### config.mk
export PLATFORM = sky130hd
export DESIGN_NAME = ipc_cell
export DESIGN_NICKNAME = d
export VERILOG_FILES = /design/src/hw/rtl/ipc_pkg.sv /design/src/hw/rtl/ipc_horner.sv /design/src/hw/rtl/ipc_cell.sv
export SDC_FILE = /design/constraint.sdc
export NUM_CORES = 2
export LEC_CHECK = 0
export BUFFER_PORTS_ARGS = -buffer_cell sky130_fd_sc_hd__buf_2
export CORE_MARGIN = 3
export CORE_UTILIZATION = 30
export CTS_BUF_LIST = sky130_fd_sc_hd__clkbuf_8
export DETAILED_ROUTE_END_ITERATION = 6
export MAX_ROUTING_LAYER = met4
export PLACE_DENSITY = 0.44
export SLEW_MARGIN = 10
export SYNTH_ARGS = -nofsm -noshare
export SYNTH_HDL_FRONTEND = slang
export SYNTH_SLANG_ARGS = --single-unit
### constraint.sdc
create_clock -name clk -period 10 [get_ports clk]
set_clock_uncertainty 0.05 [all_clocks]
set_input_delay 2 -clock clk [delete_from_list [all_inputs] [get_ports clk]]
set_output_delay 2 -clock clk [all_outputs]
set_load 0.05 [all_outputs]
### src/hw/rtl/ipc_pkg.sv
// shared types and constants of the inverse polynomial curve entry block
`default_nettype none
package ipc_pkg;
	localparam int MAX_TERMS = 6;
	localparam int CODE_W = 8;
	localparam int ACC_W = 36;
	localparam int COEFF_W = 32;
	localparam int PROD_W = 45;

	localparam logic [2:0] REG_TERM_COUNT = 3'd0;
	localparam logic [2:0] REG_COEFF_0 = 3'd1;
	localparam logic [2:0] REG_COEFF_5 = 3'd6;

	typedef logic [MAX_TERMS-1:0][COEFF_W-1:0] coeff_arr_t;

	typedef struct packed {
		logic vld;
		logic [CODE_W-1:0] code;
		logic [CODE_W-1:0] lo;
		logic [CODE_W-1:0] mid;
		logic [ACC_W-1:0] acc;
	} beat_t;
endpackage
`default_nettype wire

### src/hw/rtl/ipc_horner.sv
// one horner step: acc = trunc(acc * mid / 256) + coeff, or zero when the term is unused
`default_nettype none
module ipc_horner (
	input wire logic clk,
	input wire logic arst_n,
	input wire logic en,
	input wire logic [2:0] term_idx,
	input wire logic [2:0] n_terms,
	input wire ipc_pkg::coeff_arr_t coeff,
	input wire ipc_pkg::beat_t in_beat,
	output ipc_pkg::beat_t out_beat
);
	import ipc_pkg::*;

	logic signed [PROD_W-1:0] prod;
	logic signed [PROD_W-1:0] adj;
	logic signed [PROD_W-1:0] quo;
	logic [COEFF_W-1:0] c;
	logic [ACC_W-1:0] acc_nxt;
	beat_t beat_nxt;
	logic vld_s1;
	beat_t dat_s1;

	always_comb begin
		c = coeff[term_idx];
		prod = $signed(in_beat.acc) * $signed({1'b0, in_beat.mid});
		adj = prod + (prod[PROD_W-1] ? PROD_W'(255) : PROD_W'(0));
		quo = adj >>> 8;
		if (term_idx < n_terms) begin
			acc_nxt = quo[ACC_W-1:0] + {{(ACC_W-COEFF_W){c[COEFF_W-1]}}, c};
		end else begin
			acc_nxt = '0;
		end
		beat_nxt = in_beat;
		beat_nxt.acc = acc_nxt;
	end

	always_ff @(posedge clk or negedge arst_n) begin
		if (!arst_n) begin
			vld_s1 <= 1'b0;
		end else if (en) begin
			vld_s1 <= in_beat.vld;
		end
	end

	always_ff @(posedge clk) begin
		if (en) begin
			dat_s1 <= beat_nxt;
		end
	end

	always_comb begin
		out_beat = dat_s1;
		out_beat.vld = vld_s1;
	end
endmodule
`default_nettype wire

### src/hw/rtl/ipc_cell.sv
// one bisection step: horner evaluation at the midpoint, then compare
`default_nettype none
module ipc_cell (
	input wire logic clk,
	input wire logic arst_n,
	input wire logic en,
	input wire logic [ipc_pkg::CODE_W-1:0] step_bit,
	input wire logic [2:0] n_terms,
	input wire ipc_pkg::coeff_arr_t coeff,
	input wire ipc_pkg::beat_t in_beat,
	output ipc_pkg::beat_t out_beat
);
	import ipc_pkg::*;

	beat_t chain [MAX_TERMS+1];
	beat_t last;
	logic signed [PROD_W-1:0] lhs;
	logic signed [PROD_W-1:0] rhs;
	logic signed [PROD_W-1:0] p_ext;
	logic less;
	logic vld_s1;
	logic [CODE_W-1:0] code_s1;
	logic [CODE_W-1:0] lo_s1;

	always_comb begin
		chain[0] = in_beat;
		chain[0].mid = in_beat.lo | step_bit;
		chain[0].acc = '0;
	end

	for (genvar g = 0; g < MAX_TERMS; g++) begin : g_horner
		ipc_horner u_horner (
			.clk(clk),
			.arst_n(arst_n),
			.en(en),
			.term_idx(3'(MAX_TERMS - 1 - g)),
			.n_terms(n_terms),
			.coeff(coeff),
			.in_beat(chain[g]),
			.out_beat(chain[g+1])
		);
	end

	// i * 2^24 < 255 * P
	always_comb begin
		last = chain[MAX_TERMS];
		p_ext = $signed({{(PROD_W-ACC_W){last.acc[ACC_W-1]}}, last.acc});
		rhs = (p_ext <<< 8) - p_ext;
		lhs = $signed({{(PROD_W-CODE_W-24){1'b0}}, last.code, 24'b0});
		less = lhs < rhs;
	end

	always_ff @(posedge clk or negedge arst_n) begin
		if (!arst_n) begin
			vld_s1 <= 1'b0;
		end else if (en) begin
			vld_s1 <= last.vld;
		end
	end

	always_ff @(posedge clk) begin
		if (en) begin
			code_s1 <= last.code;
			lo_s1 <= less ? last.lo : last.mid;
		end
	end

	always_comb begin
		out_beat.vld = vld_s1;
		out_beat.code = code_s1;
		out_beat.lo = lo_s1;
		out_beat.mid = lo_s1;
		out_beat.acc = '0;
	end
endmodule
`default_nettype wire

# == Word level (Yosys, flattened, before mapping) ==
# Index checks and enable logic that the tools add are counted.
# totals
reg_bits,379
latch_bits,0
ramBits,0
mem_bits_ro,0
inputBits,267
out_inout_bits,61
wordCells,63
memories,0
# op_classes
n_addsub,11
multipliers,5
n_div,0
order_cmp,7
eq_ne,0
shift,0
mux,6
bitwise,1
reduce_logical,0
# ops
cell,n
adder 36 bit,5
multiplier 36 x 9 -> 45 bit,4
adder 44 bit,4
2-to-1 mux 8 bit,6
< comparator 33 x 45 -> 1 bit,1
subtractor 44 x 36 -> 45 bit,1
adder 41 x 9 -> 42 bit,1
multiplier 32 x 9 -> 41 bit,1
bitwise OR 8 bit,1
"< comparator 1 x 3 -> 1 bit, first input constant",2
"< comparator 2 x 3 -> 1 bit, first input constant",2
"< comparator 3 bit, first input constant",2

# == Longest topological paths before layout ==
# logic_depth
ltp_word,4
depth_mapped,48

# == Hierarchy ==
# From an unflattened synthesis, not the netlist that was laid out.
# hier_totals
hier_cells,11659
hier_area_um2,102376.9
# by_module_without_submodules
module,n_inst,cells_each,area_per_inst_um2,seq_area_each_um2
ipc_horner (g_horner[0].u_horner ...),2,1907,16771.1,1826.8
ipc_horner (g_horner[4].u_horner ...),2,1797,16041.6,1826.8
ipc_horner (g_horner[2].u_horner),1,1859,16558.4,1826.8
ipc_horner (g_horner[3].u_horner),1,1829,16024.1,1826.8
ipc_cell,1,563,4169.0,505.5

# == Worst setup path after synthesis ==
# Ideal clock, no wire load.
# synth_path
path_type,register -> register
startpoint,"reg g_horner[3].u_horner.dat_s1, in the netlist g_horner[3].u_horner.out_beat[36]"
endpoint,"reg g_horner[4].u_horner.dat_s1, in the netlist g_horner[4].u_horner.out_beat[35], data pin"
setup_ns,0.260
arrival_ns,9.763
t_required_ns,9.690
setup_slack_ns,-0.073
path_stages_with_launch,49
path_cell_list,edfxtp_1 > clkbuf_1 > clkbuf_1 > nand2_1 > fa_1 > inv_1 > fa_1 > fa_1 > inv_1 > fa_1 > inv_1 > ha_1 > clkbuf_1 > nand2_1 > o211ai_1 > a21oi_1 > o2111ai_1 > a31oi_1 > (+13 left out) > nor2_1 > nand2_1 > xor2_1 > ha_1 > a21o_1 > a21o_1 > a21oi_1 > o21ai_0 > and2_1 > a2111o_1 > nand3_1 > a211oi_1 > o41ai_1 > a21oi_1 > nor2_1 > xnor2_1 > xnor2_1 > mux2_2
# synth_between
elab_chain_cells,4
# synth_lines
item,line_no,rtl
start: declaration,ipc_horner.sv:22,beat_t dat_s1;
start signal: assignment,ipc_horner.sv:48,dat_s1 <= beat_nxt;
multiplier 36 x 9 -> 45 bit (*),ipc_horner.sv:26,"prod = $signed(in_beat.acc) * $signed({1'b0, in_beat.mid});"
2-to-1 mux 8 bit,ipc_horner.sv:27,adj = prod + (prod[PROD_W-1] ? PROD_W'(255) : PROD_W'(0));
adder 44 bit (*),ipc_horner.sv:27,
adder 36 bit (*),ipc_horner.sv:30,"acc_nxt = quo[ACC_W-1:0] + {{(ACC_W-COEFF_W){c[COEFF_W-1]}}, c};"
end signal: assignment,ipc_horner.sv:48,
end: declaration,ipc_horner.sv:22,
# Every way passes the cells marked *; elsewhere a longest branch is shown, timed or not.
# A chain may end at the register's enable or synchronous reset.

# == Final worst setup path ==
# layout_path
startpoint,"reg g_horner[4].u_horner.dat_s1, in the netlist g_horner[4].u_horner.out_beat[41]"
endpoint,"reg g_horner[5].u_horner.dat_s1, in the netlist g_horner[5].u_horner.out_beat[35], data pin"
# layout_between
elab_chain_cells,4
# layout_lines
item,line_no
multiplier 36 x 9 -> 45 bit (*),ipc_horner.sv:26
2-to-1 mux 8 bit,ipc_horner.sv:27
adder 44 bit (*),ipc_horner.sv:27
adder 36 bit (*),ipc_horner.sv:30
end signal: assignment,ipc_horner.sv:48
end: declaration,ipc_horner.sv:22
# Marked as above.

==> flow_summary.yaml <==
sta:
  slew_headroom_pct: 30.4
  layout_setup_ws_ps: -177
  post-route-min-period_ps: 10180
  hold_viol_final: 0
  fmax_ghz: 0.0983
  maxSlewViolCount: 0
  rsz0062_at_grt: "true"
  fin_crit_sh_pct: 102
  worst_pin_slew_ps: 1030
  setup_viol: 11
cells_and_area:
  final_common_cell: "inv_1"
  area_growth_pct: 20.6
  drive_above_1_share_pct: 17.4
  nNetsFinal: 11543
  mostFrequentLayoutCells: "inv_1, fa_1, buf_4"
  utilization_pct: 36.5
  fillers: 25729
min_path:
  holdPathStages: 0
  hold_class: "flop to flop"
  worstHoldStart: "g_horner[3].u_horner.out_beat[49]"
  hold-path-endpoint: "g_horner[4].u_horner.out_beat[49]"
worst_setup_path:
  cp-end-kind: "flop"
  crit_path_top_delay_cell: "fa_1"
  cp.arrival_ps: 10800
  reg2reg_from: "g_horner[4].u_horner.out_beat[41]"
  worstPathRequired_ps: 10620
  crit_family: "compound AO/OA/AOI/OAI gates"
  max_stage_delay_ps: 550
  worstSetupPathType: "flop to flop"
  worstPathMaxFanout: 22
  crit_start: "g_horner[4].u_horner.out_beat[41]"
  timing.rr.end: "g_horner[5].u_horner.out_beat[35]"
  setup.worst_path.start_class: "flop"
  worst-r2r-setup-slack_ps: -180
  rr_worst_depth: 46
  crit_buf_inv: 5
clocking:
  cts_made_buffers: 82
  cts_hold_buf: 0
  cts_tree: "built"
  clockBufferDepth: 3
  root_buffer: "clkbuf_8"
  clock-sinks: 379
  clk_latency_ps: 820
  htreeDepth: 3
  path_clk_slew_ps: 60
grt:
  grt_first_pass_wirelength_um: 354000
  grt_max_degree: 134
  antenna_found_initial: 22
  grt_pass1_vias: 65273
  grt_usage_pct: 17.6
  grt_overflow_total: 0
logic_synthesis:
  netlist.area_leader.share_pct: 29.0
  synth.distinct_cells: 114
  synthTopCellsByArea: "fa_1, edfxtp_1, ha_1, inv_1, and2_1"
  synthCells: 8451
  ys_seq_elements: 379
  seq_area_frac_synth_pct: 15.1
  synth_edf_count: 372
  ys_async_sr_fraction_pct: 1.85
  yosys_warnings: 0
  yosys.area.top_type: "fa_1"
  synth.avg_cell_area_um2: 8.92
  syn-cell-area_um2: 75400
  ys.flop_type: "edfxtp_1"
die:
  io_pins: 328
  die_y_um: 507
  row_count: 183
  dieArea_um2: 257000
  core_area_um2: 249000
  start_util_pct: 30.2
  die_x_um: 507
drt:
  firstDrtPassIters: 7
  routed_wl_um: 219000
  via_per_inst: 4.64
  drt_iter0_markers: 2369
  drc_errors: 0
  wl_per_cell_um: 17.0
  ant_nets: 0
  via_count: 60058
place:
  gp_congestion: 0.866
  pre_cts_slack_ps: -1080
  hpwl_um: 183000
  port_buffers: 247
status:
  status: "finished, violations left"
  violations: "setup timing"
job:
  max_cap_violations: 0
## synth_stat cells (84+ instances only)
cell / number
edfxtp_1: 372
nor3_1: 104
nand2_1: 857
nor2_1: 382
fa_1: 1091
ha_1: 663
clkbuf_1: 197
and3_1: 84
inv_1: 1576
xnor2_1: 311
a21o_1: 199
xor2_1: 205
and2_1: 841
nand3_1: 112
a21oi_1: 359
o21ai_0: 191
## kinds of logic (layout without fill, tap and decap cells)
group | after synthesis | count (layout) | synth area share (%)
xor gates and xnor gates | 518 | 518 | 6.04
other | 1 | 51 | 0.00498
and+or+nand+nor | 2752 | 2752 | 18.8
DFF | 379 | 379 | 15.1
AOI/OAI and AO/OA | 1184 | 1184 | 10.3
muxes | 30 | 30 | 0.427
adders and majority gates | 1754 | 1754 | 40.0
buffers and inverters | 1833 | 2934 | 9.38
## worst max path at each step
stage	cells after the start	end	slack, ps
after global placement	47	g_horner[5].u_horner.out_beat[30]	-1010
after global routing	47	g_horner[5].u_horner.out_beat[32]	-730
after detailed placement	47	g_horner[5].u_horner.out_beat[30]	-1080
after floorplan	48	g_horner[4].u_horner.out_beat[35]	-2
after CTS	46	g_horner[5].u_horner.out_beat[35]	-210
final	46	g_horner[5].u_horner.out_beat[35]	-180
## layer usage
metal  vias up  wire length, um  track usage, %
li1      29189                -               -
met1     29788            94800            21.1
met2       818           111000            31.4
met3       263             6700            1.90
met4         0             6260            4.55
met5         -                0               -
## what timing repair did
action | 4_1_cts | 5_1_grt
hold endpoints to repair | 0 | 0
cloned | 3 | 3
setup endpoints to repair | 39 | 63
resized for setup | 134 | 210
pin swaps | 65 | 134
buffers inserted | 51 | 61
## final cells by class
cell class | count | area [um2] | area share (%)
diodes | 15 | 37.5 | 0.0413
clock inverters | 63 | 563 | 0.619
inverters | 1576 | 5920 | 6.52
clock buffers | 86 | 1180 | 1.30
multi-input cells | 6274 | 58500 | 64.4
repair buffers | 1209 | 9150 | 10.1
flip-flops and latches | 379 | 11300 | 12.5
well taps | 3330 | 4170 | 4.58
## worst register-to-register path, delay by kind of cell, from the launching register on
kind,cells,cell delay [ps]
buf+inv,5,540
fa+ha+maj,7,2940
simple gates,8,1130
flops,1,410
mux,1,120
compound gates,22,4380
xor+xnor,3,470
## flip-flops by register name, summed over array words and instances (netlist names)
signal	cells
vld_s1	1
g_horner.u_horner.out_beat	356
lo_s1	8
code_s1	8
g_horner.u_horner.vld_s1	6
## stage by stage
| step | TNS (ps) | std cells | instance area (um2) | hold slack (ps) |
|---|---|---|---|---|
| floorplan | -1.62 | 8486 | 75500 | 350 |
| global placement | -17150 | 12661 | 86700 | 353 |
| detailed placement | -19490 | 12661 | 86700 | 355 |
| CTS | -481 | 12862 | 89500 | 362 |
| global route | -10910 | 12926 | 90900 | 372 |
| finish | -1050 | 12932 | 90900 | 361 |
Power is left out: the tool's default activity adds up to more than one toggle a clock period on the data nets, which glitch-free logic cannot reach.
